[config.mk]
export PLATFORM = sky130hd
export DESIGN_NAME = dds_serial_tuning_loader_unit
export DESIGN_NICKNAME = d
export VERILOG_FILES = /design/src/hw/rtl/dstl_pkg.sv /design/src/hw/rtl/dstl_front.sv /design/src/hw/rtl/dstl_queue.sv /design/src/hw/rtl/dstl_back.sv /design/src/hw/rtl/dds_serial_tuning_loader_unit.sv
export SDC_FILE = /design/constraint.sdc
export NUM_CORES = 2
export LEC_CHECK = 0
export BUFFER_PORTS_ARGS = -buffer_cell sky130_fd_sc_hd__buf_4
export CAP_MARGIN = 40
export CORE_MARGIN = 2
export CORE_UTILIZATION = 45
export CTS_CLUSTER_SIZE = 40
export DETAILED_ROUTE_END_ITERATION = 8
export PLACE_DENSITY_LB_ADDON = 0.3
export SLEW_MARGIN = 30
export SYNTH_ARGS = -nofsm -noshare
export SYNTH_HDL_FRONTEND = slang
export SYNTH_SLANG_ARGS = --single-unit
[constraint.sdc]
create_clock -name clock -period 6.8 [get_ports clock]
set_input_delay 0 -clock clock [delete_from_list [all_inputs] [get_ports clock]]
set_output_delay 0 -clock clock [all_outputs]
set_load 0.02 [all_outputs]
[src/hw/rtl/dstl_pkg.sv]
`timescale 1ns / 1ps
// ----------------------------------------------------------------------------
// dstl_pkg - shared types and constants for the DDS serial tuning loader
// Request codes, tuning-word arithmetic constants and the queue entry layout.
// ----------------------------------------------------------------------------
package dstl_pkg;

   localparam int FREQ_BITS   = 26;
   localparam int WORD_BITS   = 32;
   localparam int PHASE_BITS  = 5;
   localparam int CTRL_BITS   = 3;
   localparam int DIVR_BITS   = 21;
   localparam int WORD_SHIFT  = 26;

   localparam logic [FREQ_BITS-1:0] FREQ_MAX_HZ = 26'd40000000;
   // 125 MHz reference: word = freq * 2^26 / 5^9
   localparam logic [DIVR_BITS-1:0] REF_DIVISOR = 21'd1953125;

   // word = floor(freq * RECIP / 2^47), RECIP = ceil(2^73 / 5^9); the rounding
   // error stays below one count for any freq up to 40 MHz
   localparam int RECIP_SHIFT   = 47;
   localparam int RECIP_BITS    = 53;
   localparam int RECIP_LO_BITS = 26;
   localparam int RECIP_HI_BITS = RECIP_BITS - RECIP_LO_BITS;
   localparam int PP_LO_BITS    = FREQ_BITS + RECIP_LO_BITS;
   localparam int PP_HI_BITS    = FREQ_BITS + RECIP_HI_BITS;
   localparam logic [79:0] RECIP_NUM = 80'd1 << (WORD_SHIFT + RECIP_SHIFT);
   localparam logic [RECIP_BITS-1:0] RECIP =
      RECIP_BITS'((RECIP_NUM + 80'(REF_DIVISOR) - 80'd1) / 80'(REF_DIVISOR));

   localparam int SER_BITS    = WORD_BITS + CTRL_BITS + PHASE_BITS;

   localparam logic [5:0] LOAD_LAST_EVT  = 6'd40;
   localparam logic [5:0] LOAD_STOP_SHFT = 6'd39;
   localparam logic [5:0] RST_PULSE_EVT  = 6'd0;
   localparam logic [5:0] RST_CLOCK_EVT  = 6'd1;
   localparam logic [5:0] RST_LAST_EVT   = 6'd2;

   localparam logic FUNC_LOAD  = 1'b0;
   localparam logic FUNC_RESET = 1'b1;

   typedef struct packed {
      logic                  func;
      logic [WORD_BITS-1:0]  word;
      logic [PHASE_BITS-1:0] phase;
   } entry_type;

   typedef struct packed {
      logic empty;
      logic full;
   } q_status_type;

endpackage

[src/hw/rtl/dstl_front.sv]
`timescale 1ns / 1ps
// ----------------------------------------------------------------------------
// dstl_front - request intake and tuning-word multiplier
// Accepts requests, saturates the frequency, forms the tuning word by a
// reciprocal multiply (MUL, HOLD) and queues it; resets are queued directly.
// ----------------------------------------------------------------------------
module dstl_front import dstl_pkg::*; (
   input  logic                  clock,
   input  logic                  reset,
   input  logic                  start,
   output logic                  busy,
   input  logic                  req_func,
   input  logic [FREQ_BITS-1:0]  req_freq_hz,
   input  logic [PHASE_BITS-1:0] req_phase_code,
   input  q_status_type          q_status,
   output logic                  push,
   output entry_type             push_entry
);

   typedef enum logic [2:0] {
      FS_IDLE = 3'b001,
      FS_MUL  = 3'b010,
      FS_HOLD = 3'b100
   } fstate_type;

   fstate_type             state_ff, state_in;
   logic [FREQ_BITS-1:0]   freq_ff, freq_in;
   logic [PHASE_BITS-1:0]  phase_ff, phase_in;
   logic [PP_LO_BITS-1:0]  pp_lo_ff, pp_lo_in;
   logic [PP_HI_BITS-1:0]  pp_hi_ff, pp_hi_in;
   logic [PP_HI_BITS-1:0]  prod_sum;
   logic                   accept;
   logic [FREQ_BITS-1:0]   freq_sat;

   assign busy     = (state_ff != FS_IDLE) || q_status.full;
   assign accept   = start && !busy;
   assign freq_sat = (req_freq_hz > FREQ_MAX_HZ) ? FREQ_MAX_HZ : req_freq_hz;

   // full product shifted down by the low split; the word sits at bit 21
   assign prod_sum = pp_hi_ff + PP_HI_BITS'(pp_lo_ff[PP_LO_BITS-1:RECIP_LO_BITS]);

   always_comb begin
      state_in   = state_ff;
      freq_in    = freq_ff;
      phase_in   = phase_ff;
      pp_lo_in   = pp_lo_ff;
      pp_hi_in   = pp_hi_ff;
      push       = 1'b0;
      push_entry = '{func: FUNC_LOAD,
                     word: prod_sum[RECIP_SHIFT-RECIP_LO_BITS +: WORD_BITS],
                     phase: phase_ff};
      unique case (state_ff)
         FS_IDLE: begin
            if (accept) begin
               if (req_func == FUNC_RESET) begin
                  push       = 1'b1;
                  push_entry = '{func: FUNC_RESET, word: '0, phase: '0};
               end else begin
                  freq_in  = freq_sat;
                  phase_in = req_phase_code;
                  state_in = FS_MUL;
               end
            end
         end
         FS_MUL: begin
            pp_lo_in = PP_LO_BITS'(freq_ff) * PP_LO_BITS'(RECIP[RECIP_LO_BITS-1:0]);
            pp_hi_in = PP_HI_BITS'(freq_ff) * PP_HI_BITS'(RECIP[RECIP_BITS-1:RECIP_LO_BITS]);
            state_in = FS_HOLD;
         end
         FS_HOLD: begin
            if (!q_status.full) begin
               push     = 1'b1;
               state_in = FS_IDLE;
            end
         end
         default: state_in = FS_IDLE;
      endcase
   end

   always_ff @(posedge clock) begin
      if (reset) begin
         state_ff <= FS_IDLE;
      end else begin
         state_ff <= state_in;
      end
      freq_ff  <= freq_in;
      phase_ff <= phase_in;
      pp_lo_ff <= pp_lo_in;
      pp_hi_ff <= pp_hi_in;
   end

endmodule

[src/hw/rtl/dstl_queue.sv]
`timescale 1ns / 1ps
// ----------------------------------------------------------------------------
// dstl_queue - two-entry queue between intake and serialiser
// Holds finished words so each side can stall independently.
// ----------------------------------------------------------------------------
module dstl_queue import dstl_pkg::*; (
   input  logic         clock,
   input  logic         reset,
   input  logic         push,
   input  entry_type    push_entry,
   input  logic         pop,
   output entry_type    head,
   output q_status_type q_status
);

   entry_type  mem_ff [2];
   logic       wr_ptr_ff, wr_ptr_in;
   logic       rd_ptr_ff, rd_ptr_in;
   logic [1:0] count_ff, count_in;

   assign head           = mem_ff[rd_ptr_ff];
   assign q_status.empty = (count_ff == 2'd0);
   assign q_status.full  = (count_ff == 2'd2);

   always_comb begin
      wr_ptr_in = push ? !wr_ptr_ff : wr_ptr_ff;
      rd_ptr_in = pop  ? !rd_ptr_ff : rd_ptr_ff;
      count_in  = count_ff + {1'b0, push} - {1'b0, pop};
   end

   always_ff @(posedge clock) begin
      if (reset) begin
         wr_ptr_ff <= 1'b0;
         rd_ptr_ff <= 1'b0;
         count_ff  <= 2'd0;
      end else begin
         wr_ptr_ff <= wr_ptr_in;
         rd_ptr_ff <= rd_ptr_in;
         count_ff  <= count_in;
      end
      if (push) mem_ff[wr_ptr_ff] <= push_entry;
   end

endmodule

[src/hw/rtl/dstl_back.sv]
`timescale 1ns / 1ps
// ----------------------------------------------------------------------------
// dstl_back - pin event serialiser
// Takes queued words and plays out one pin event per cycle: the 40-bit
// serial word with clock pulses and the update strobe, or the reset sequence.
// ----------------------------------------------------------------------------
module dstl_back import dstl_pkg::*; (
   input  logic         clock,
   input  logic         reset,
   input  q_status_type q_status,
   input  entry_type    head,
   output logic         pop,
   output logic         rsp_strobe,
   output logic         rsp_data_bit,
   output logic         rsp_clock_pulse,
   output logic         rsp_update_pulse,
   output logic         rsp_reset_pulse,
   output logic         rsp_last
);

   logic                 active_ff, active_in;
   logic                 func_ff, func_in;
   logic [SER_BITS-1:0]  sreg_ff, sreg_in;
   logic [5:0]           cnt_ff, cnt_in;
   logic                 last_evt;
   logic                 evt_clk, evt_upd, evt_rst;
   logic                 strobe_ff;
   logic                 data_ff, clk_ff, upd_ff, rst_ff, last_ff;

   assign last_evt = (func_ff == FUNC_RESET) ? (cnt_ff == RST_LAST_EVT)
                                             : (cnt_ff == LOAD_LAST_EVT);
   assign pop = (!active_ff || last_evt) && !q_status.empty;

   always_comb begin
      if (func_ff == FUNC_RESET) begin
         evt_rst = (cnt_ff == RST_PULSE_EVT);
         evt_clk = (cnt_ff == RST_CLOCK_EVT);
         evt_upd = (cnt_ff == RST_LAST_EVT);
      end else begin
         evt_rst = 1'b0;
         evt_clk = (cnt_ff != LOAD_LAST_EVT);
         evt_upd = (cnt_ff == LOAD_LAST_EVT);
      end
   end

   always_comb begin
      active_in = active_ff;
      func_in   = func_ff;
      sreg_in   = sreg_ff;
      cnt_in    = cnt_ff;
      priority if (pop) begin
         active_in = 1'b1;
         func_in   = head.func;
         sreg_in   = {head.phase, {CTRL_BITS{1'b0}}, head.word};
         cnt_in    = '0;
      end else if (active_ff) begin
         if (last_evt) begin
            active_in = 1'b0;
         end else begin
            cnt_in = cnt_ff + 6'd1;
            // data line holds the last phase bit through the update strobe
            if (cnt_ff < LOAD_STOP_SHFT) sreg_in = {1'b0, sreg_ff[SER_BITS-1:1]};
         end
      end
   end

   always_ff @(posedge clock) begin
      if (reset) begin
         active_ff <= 1'b0;
         strobe_ff <= 1'b0;
      end else begin
         active_ff <= active_in;
         strobe_ff <= active_ff;
      end
      func_ff <= func_in;
      sreg_ff <= sreg_in;
      cnt_ff  <= cnt_in;
      data_ff <= sreg_ff[0];
      clk_ff  <= evt_clk;
      upd_ff  <= evt_upd;
      rst_ff  <= evt_rst;
      last_ff <= last_evt;
   end

   assign rsp_strobe       = strobe_ff;
   assign rsp_data_bit     = data_ff;
   assign rsp_clock_pulse  = clk_ff;
   assign rsp_update_pulse = upd_ff;
   assign rsp_reset_pulse  = rst_ff;
   assign rsp_last         = last_ff;

endmodule

[src/hw/rtl/dds_serial_tuning_loader_unit.sv]
`timescale 1ns / 1ps
// ----------------------------------------------------------------------------
// dds_serial_tuning_loader_unit - DDS serial frequency word loader
// A load request plays out 41 pin events (40 clocked bits, LSB first, then
// the update strobe); a reset request plays out reset, clock and update.
// Events appear on rsp_* one per cycle, each marked by rsp_strobe for one
// cycle, and cannot be held off. A request is taken when start is high and
// busy is low. A load holds busy high while the tuning word is formed by a
// reciprocal multiply in the MUL and HOLD states; a reset request is queued
// in the cycle it is taken. Sustained rate is set by the serialiser emitting
// one event per cycle. A two-word queue lets the next request be taken
// while the current sequence is still playing out; busy stays high while it
// is full. A load passes MUL, HOLD, the queue and the output registers before
// its first event appears; a reset passes only the queue and output registers.
// ----------------------------------------------------------------------------
module dds_serial_tuning_loader_unit import dstl_pkg::*; (
   input  logic                  clock,
   input  logic                  reset,
   input  logic                  start,
   output logic                  busy,
   input  logic                  req_func,
   input  logic [FREQ_BITS-1:0]  req_freq_hz,
   input  logic [PHASE_BITS-1:0] req_phase_code,
   output logic                  rsp_strobe,
   output logic                  rsp_data_bit,
   output logic                  rsp_clock_pulse,
   output logic                  rsp_update_pulse,
   output logic                  rsp_reset_pulse,
   output logic                  rsp_last
);

   q_status_type q_status;
   logic         push, pop;
   entry_type    push_entry, head;

   dstl_front u_front (
      .clock          (clock),
      .reset          (reset),
      .start          (start),
      .busy           (busy),
      .req_func       (req_func),
      .req_freq_hz    (req_freq_hz),
      .req_phase_code (req_phase_code),
      .q_status       (q_status),
      .push           (push),
      .push_entry     (push_entry)
   );

   dstl_queue u_queue (
      .clock      (clock),
      .reset      (reset),
      .push       (push),
      .push_entry (push_entry),
      .pop        (pop),
      .head       (head),
      .q_status   (q_status)
   );

   dstl_back u_back (
      .clock            (clock),
      .reset            (reset),
      .q_status         (q_status),
      .head             (head),
      .pop              (pop),
      .rsp_strobe       (rsp_strobe),
      .rsp_data_bit     (rsp_data_bit),
      .rsp_clock_pulse  (rsp_clock_pulse),
      .rsp_update_pulse (rsp_update_pulse),
      .rsp_reset_pulse  (rsp_reset_pulse),
      .rsp_last         (rsp_last)
   );

endmodule

# Yosys cells after proc, flatten, opt, wreduce, memory -nomap -nowiden
# Memories as Yosys holds them, arrays and structs flattened. A register that Yosys moved wholly into a read port is not among the register bits.
# Cells that the tools add are included.
[op_classes]
n_mul = 2
n_bitwise = 2
reduce_logical = 18
n_mux = 24
eq_ne = 13
n_addsub = 4
order_cmp = 2
[op_table]
columns = ["operator", "n"]
rows = [
  ["40-bit two-way mux", 4],
  ["38-bit two-way mux", 3],
  ["53-bit by 22-bit adder with 53-bit output", 1],
  ["26-bit by 26-bit multiplier with 52-bit output (second input constant)", 1],
  ["26-bit by 22-bit multiplier with 48-bit output (second input constant)", 1],
  ["26-bit > comparator (second input constant)", 1],
  ["1-bit two-way mux", 12],
  ["3-bit AND reduction", 4],
  ["3-bit two-way mux", 3],
  ["3-bit case mux with 3 select lines", 1],
  ["6-bit by 1-bit adder with 6-bit output (second input constant)", 1],
  ["6-bit by 1-bit equality test with 1-bit output (second input constant)", 1],
  ["6-bit by 2-bit equality test with 1-bit output (second input constant)", 1],
  ["6-bit equality test (second input constant)", 1],
  ["6-bit logical NOT", 1],
  ["6-bit less-than comparator (second input constant)", 1],
  ["2-bit != test (second input constant)", 3],
  ["6-bit != test (second input constant)", 1],
  ["1-bit logical NOT", 5],
  ["2-bit nonzero test", 2],
  ["3-bit by 1-bit equality test with 1-bit output (second input constant)", 1],
  ["3-bit by 2-bit equality test with 1-bit output (second input constant)", 1],
  ["3-bit equality test (second input constant)", 1],
  ["3-bit by 1-bit != test with 1-bit output (second input constant)", 1],
  ["10 further kinds", 13],
]
[word_totals]
elab_cells = 84
ramBits = 76
n_memories = 1
output_inout_bits = 7
input_bits = 35
ff_bits = 191
[memory_table]
columns = ["memory", "words", "word_bits", "read_ports", "rd_ports_with_merged_regs", "wr", "line", "rtl"]
rows = [
  ["u_queue.mem_ff", 2, 38, 1, 1, 1, "dstl_queue.sv:16", "entry_type mem_ff [2];"],
]

# Logic depth before layout (Yosys ltp)
[depth]
word_depth = 8
mapped_depth = 23
ltp_nobuf = 22

# Modules after synthesis
# From an unflattened synthesis, not the netlist that was laid out.
[hier_totals]
cells_unflattened = 2777
area_unflattened_um2 = 30768.3
[modules_own_cells]
columns = ["mod", "cells_per_inst", "n_inst", "area_each_um2"]
rows = [
  ["dstl_front", 2474, 1, 25474.4],
  ["dstl_queue", 139, 1, 3040.4],
  ["dstl_back", 164, 1, 2253.4],
]

# Worst setup path before layout
# OpenSTA, ideal clock, no wires.
[synth_timing]
path_kind = "flip-flop to flip-flop"
startpoint = "reg u_front.freq_ff[12]"
endpoint = "reg u_front.pp_lo_ff[37], data pin"
setup_ns = 0.265
path_stages_with_launch = 21
synth_period_minus_slack_ns = 6.372
required_time_ns = 6.535
path_slack_ns = 0.428
t_arrival_ns = 6.107
cell_sequence = "edfxtp_1 > ha_1 > fa_1 > inv_1 > fa_1 > inv_1 > fa_1 > fa_1 > fa_1 > inv_1 > fa_1 > inv_1 > ha_1 > a21oi_1 > o211ai_1 > nor4_1 > a221o_1 > o21ai_0 > a311o_1 > a21oi_1 > xnor2_1"
[synth_via]
elab_chain_cells = 1
[synth_lines]
columns = ["item", "line", "rtl"]
rows = [
  ["start, declared", "dstl_front.sv:27", "logic [FREQ_BITS-1:0] freq_ff, freq_in;"],
  ["start signal, assigned", "dstl_front.sv:86", "freq_ff <= freq_in;"],
  ["26-bit by 22-bit multiplier with 48-bit output", "dstl_front.sv:66", "pp_lo_in = PP_LO_BITS'(freq_ff) * PP_LO_BITS'(RECIP[RECIP_LO_BITS-1:0]);"],
  ["end signal, assigned", "dstl_front.sv:88", "pp_lo_ff <= pp_lo_in;"],
  ["end, declared", "dstl_front.sv:29", "logic [PP_LO_BITS-1:0] pp_lo_ff, pp_lo_in;"],
]
# Every way passes these cells.
# A chain may end at the register's enable or synchronous reset.

# Final worst setup path
[layout_timing]
startpoint = "reg u_front.freq_ff[12]"
endpoint = "reg u_front.pp_hi_ff[46], data pin"
[layout_via]
elab_chain_cells = 1
[layout_lines]
columns = ["item", "line", "rtl"]
rows = [
  ["26-bit by 26-bit multiplier with 52-bit output", "dstl_front.sv:67", "pp_hi_in = PP_HI_BITS'(freq_ff) * PP_HI_BITS'(RECIP[RECIP_BITS-1:RECIP_LO_BITS]);"],
  ["end signal, assigned", "dstl_front.sv:89", "pp_hi_ff <= pp_hi_in;"],
  ["end, declared", "dstl_front.sv:30", "logic [PP_HI_BITS-1:0] pp_hi_ff, pp_hi_in;"],
]
# Every way passes these cells.

==> results.json <==
{
  "status": "completed",
  "synth.net_count": 3916,
  "seq_area_frac_synth_pct": 22.6,
  "floorplan.die_area_sq_um": 71000,
  "finalCoreUtilization_pct": 51.1,
  "synth_enable_flop_cells": 218,
  "antenna_violating_nets_post_route": 0,
  "synth-async-reset-ratio_pct": 0,
  "n_fill_cell": 6125,
  "postSynthRegisterBits": 241,
  "cts_sinks": 241,
  "synthesis.yosys.warnings": 0,
  "syn_avg_cell_area_sq_um": 10.6,
  "routed_wl_microns": 88000,
  "worst_clock_skew_ns": 0.0515,
  "postSynth.topFlopCell": "sky130_fd_sc_hd__edfxtp_1",
  "cell_at_the_root_of_the_clock_tree": "sky130_fd_sc_hd__clkbuf_16",
  "antenna_found_initial": 0,
  "clk-insertion-delay-late_ns": 0.60,
  "drt_pass1_iterations": 5,
  "finalMaxSlewViolations": 0,
  "worst_r2r_startpoint": "u_front.freq_ff[12]",
  "min_path_cells": 3,
  "io_pins": 42,
  "gp_congestion": 1.01,
  "fin_crit_ns": 6.63,
  "setup.worst_path.class": "reg -> reg",
  "layout-drive-gt1-share_pct": 8.96,
  "first_pass_grt_wire_length_microns": 135000,
  "startpoint_class_of_the_critical_path": "flop",
  "synthesis.area_sq_um": 31000,
  "reg2regPathDepth": 23,
  "synthesis.instances": 2917,
  "violation_count_after_the_first_detailed_routing_iteration": 1301,
  "cts_made_buffers": 28,
  "num-nets-final": 4126,
  "maxClockFrequency_mhz": 151,
  "detailed_place_hpwl_microns": 74900,
  "via_count_of_the_first_global_routing_pass": 22893,
  "netlist-cell-type-count": 69,
  "final-seq-area_sq_um": 7010,
  "max-clock-path-buffers": 3,
  "placement_rows": 96,
  "cts_htree_levels": 1,
  "grt_start_max_net_pins": 54,
  "finalCritPeriodShare_pct": 97.5,
  "initial_core_util_pct": 45.3,
  "floorplan.die.height_microns": 266,
  "reg2reg_setup_slack_ns": 0.17,
  "critical_path.max_fanout": 10,
  "grt-ovfl-total": 0,
  "max_cap_viol_count": 0,
  "die_w_microns": 266,
  "wl_per_cell_microns": 21.8,
  "placeableCoreArea_sq_um": 68300,
  "critPathCaptureType": "flop",
  "worst-slew-pin-transition_ns": 1.04,
  "reg2reg_to": "u_front.pp_hi_ff[46]",
  "max_slew_margin_pct": 29.8,
  "timing.hold.worst.class": "in -> reg",
  "synthToLayoutAreaGrowth_pct": 12.8,
  "worst_setup_hold_path_clk_slew_ns": 0.06,
  "route.vias.total": 21392,
  "min_from": "req_func",
  "port_buffer_cells": 41,
  "critPathArrivalTime_ns": 6.99,
  "cts_tree": "built",
  "worst-endpoint-required_ns": 7.16,
  "grt_usage_pct": 25.3,
  "drcViolationCount": 0,
  "setup_viol": 0,
  "viasPerCell": 5.31,
  "min_to": "u_front.phase_ff[3]",
  "multi_input_comb_area_sq_um": 21400,
  "timing.final.hold_violations": 0
}
## final cells by class
cell class                      instances  area share [%]
Antenna cell                            1         0.00716
Clock buffer                           39            2.15
Clock inverter                         13           0.397
Inverter                              688            7.40
Multi-Input combinational cell       1948            61.2
Sequential cell                       241            20.1
Tap cell                              882            3.16
Timing Repair Buffer                  220            5.60
## flip-flops by register name, summed over array words and instances (netlist names), 3 cells and up, named ones only
register and count:
u_front.pp_hi_ff 49, u_front.pp_lo_ff 24, u_front.state_ff 3, u_back.cnt_ff 6
u_front.phase_ff 5, u_front.freq_ff 26, u_back.sreg_ff 40, u_queue.mem_ff 76
## metrics by stage
stage / instance area (sq um) / hold slack (ns) / setup WS, ns / TNS (ns) / cells
detailed placement: 33400 / 0.181 / -0.0639 / -0.107 / 3926
global placement: 33300 / 0.180 / 0.0281 / 0 / 3922
finish: 34900 / 0.0266 / 0.168 / 0 / 4032
CTS: 34700 / 0.00207 / 0.0381 / 0 / 4016
floorplan: 31000 / 0.0989 / 0.428 / 0 / 2917
global route: 34900 / 0.0284 / -0.0352 / -0.0500 / 4031
## cells in the final DEF, fill, tap and decap left out, drive strengths merged, types with 33 or more instances in the layout
cell         Yosys  final
inv            687    688
ha             534    534
fa             430    430
edfxtp         218    218
buf              2    186
nand2          135    135
a21oi          121    121
nor2           105    105
o21ai          100    100
a21o            54     54
xor2            54     54
nand3           49     49
xnor2           45     45
clkbuf          38     40
mux2i           37     37
dlygate4sd3      0     33
## worst max path at each step
stage / from / to / slack [ns] / depth (start not counted)
2_1_floorplan: u_front.freq_ff[12] / u_front.pp_lo_ff[37] / 0.43 / 20
5_1_grt: u_front.freq_ff[16] / u_front.pp_hi_ff[38] / -0.04 / 24
4_1_cts: u_front.freq_ff[18] / u_front.pp_hi_ff[39] / 0.04 / 18
3_3_place_gp: u_front.freq_ff[6] / u_front.pp_lo_ff[36] / 0.03 / 21
6_report: u_front.freq_ff[12] / u_front.pp_hi_ff[46] / 0.17 / 23
3_5_place_dp: u_front.freq_ff[6] / u_front.pp_lo_ff[46] / -0.06 / 20
## Yosys cell counts, types with 4 or more instances
| master | count | area (sq um) |
|---|---|---|
| sky130_fd_sc_hd__xor2_1 | 54 | 473 |
| sky130_fd_sc_hd__a31oi_1 | 9 | 56.3 |
| sky130_fd_sc_hd__a211oi_1 | 13 | 97.6 |
| sky130_fd_sc_hd__or3_1 | 8 | 50.1 |
| sky130_fd_sc_hd__a21oi_1 | 121 | 606 |
| sky130_fd_sc_hd__edfxtp_1 | 218 | 6550 |
| sky130_fd_sc_hd__nor4_1 | 9 | 56.3 |
| sky130_fd_sc_hd__mux2i_1 | 37 | 370 |
| sky130_fd_sc_hd__nand2b_1 | 11 | 68.8 |
| sky130_fd_sc_hd__o211ai_1 | 10 | 75.1 |
| sky130_fd_sc_hd__nor2b_1 | 15 | 93.8 |
| sky130_fd_sc_hd__a311oi_1 | 5 | 43.8 |
| sky130_fd_sc_hd__dfxtp_1 | 23 | 460 |
| sky130_fd_sc_hd__nor3_1 | 16 | 80.1 |
| sky130_fd_sc_hd__nand2_1 | 135 | 507 |
| sky130_fd_sc_hd__nor2_1 | 105 | 394 |
| sky130_fd_sc_hd__o41ai_1 | 4 | 35.0 |
| sky130_fd_sc_hd__a221oi_1 | 5 | 43.8 |
| sky130_fd_sc_hd__nor3b_1 | 6 | 45.0 |
| sky130_fd_sc_hd__nand3_1 | 49 | 245 |
| sky130_fd_sc_hd__xnor2_1 | 45 | 394 |
| sky130_fd_sc_hd__and4_1 | 4 | 35.0 |
| sky130_fd_sc_hd__inv_1 | 687 | 2580 |
| sky130_fd_sc_hd__fa_1 | 430 | 8610 |
| sky130_fd_sc_hd__clkbuf_1 | 38 | 143 |
| sky130_fd_sc_hd__a21o_1 | 54 | 405 |
| sky130_fd_sc_hd__and2_1 | 30 | 188 |
| sky130_fd_sc_hd__ha_1 | 534 | 6680 |
| sky130_fd_sc_hd__o21a_1 | 8 | 60.1 |
| sky130_fd_sc_hd__o21ai_0 | 98 | 490 |
| sky130_fd_sc_hd__nand4_1 | 27 | 169 |
| sky130_fd_sc_hd__and3_1 | 22 | 138 |
| sky130_fd_sc_hd__o21bai_1 | 17 | 128 |
| sky130_fd_sc_hd__o31ai_1 | 6 | 45.0 |
| sky130_fd_sc_hd__a31o_2 | 4 | 35.0 |
## critical path, cell delays in order (launching register included)
cell	delay, ns
sky130_fd_sc_hd__edfxtp_1	0.51
sky130_fd_sc_hd__buf_4	0.36
sky130_fd_sc_hd__ha_1	0.39
sky130_fd_sc_hd__fa_1	0.54
sky130_fd_sc_hd__ha_1	0.31
sky130_fd_sc_hd__inv_1	0.05
sky130_fd_sc_hd__fa_1	0.49
sky130_fd_sc_hd__fa_1	0.54
sky130_fd_sc_hd__inv_1	0.05
sky130_fd_sc_hd__fa_1	0.47
sky130_fd_sc_hd__inv_1	0.06
sky130_fd_sc_hd__fa_1	0.52
sky130_fd_sc_hd__inv_1	0.04
sky130_fd_sc_hd__ha_1	0.33
sky130_fd_sc_hd__nand2_1	0.12
sky130_fd_sc_hd__or3_4	0.40
sky130_fd_sc_hd__nor2_2	0.13
sky130_fd_sc_hd__o21ai_2	0.09
sky130_fd_sc_hd__and3_2	0.23
sky130_fd_sc_hd__nor3_1	0.21
sky130_fd_sc_hd__buf_4	0.16
sky130_fd_sc_hd__o21ai_0	0.07
sky130_fd_sc_hd__nor3b_2	0.17
sky130_fd_sc_hd__buf_4	0.13
## cell families (layout without fill, tap and decap cells)
| kind of cell | Yosys count | after routing | synth area share (%) |
|---|---|---|---|
| adder cells (fa/ha/maj) | 964 | 964 | 49.3 |
| AO/OA/AOI/OAI | 394 | 394 | 8.06 |
| AND/OR/NAND/NOR | 451 | 451 | 7.05 |
| buffers and inverters | 728 | 960 | 8.83 |
| multiplexers | 40 | 40 | 1.30 |
| other | 0 | 1 | 0 |
| flip-flops | 241 | 241 | 22.6 |
| XOR/XNOR | 99 | 99 | 2.80 |
## per-layer routing
layer  part of all wire, %  up-vias  global-route usage (%)
met5                     0        -                       0
met4                   3.4        0                    7.56
met3                   4.0      125                    2.36
met2                    49      476                    43.7
met1                    44    10748                    33.7
li1                      -    10043                       -
## repair_timing
item | 4_1_cts | 5_1_grt
resized for setup | 1 | 39
endpoints found under the setup margin | 5 | 28
setup buffers | 5 | 14
endpoints found under the hold margin | 41 | 0
pin swaps | 0 | 9
hold buffers | 33 | 0
Power is left out: the tool's default activity adds up to more than one toggle a clock period on the data nets, which glitch-free logic cannot reach.
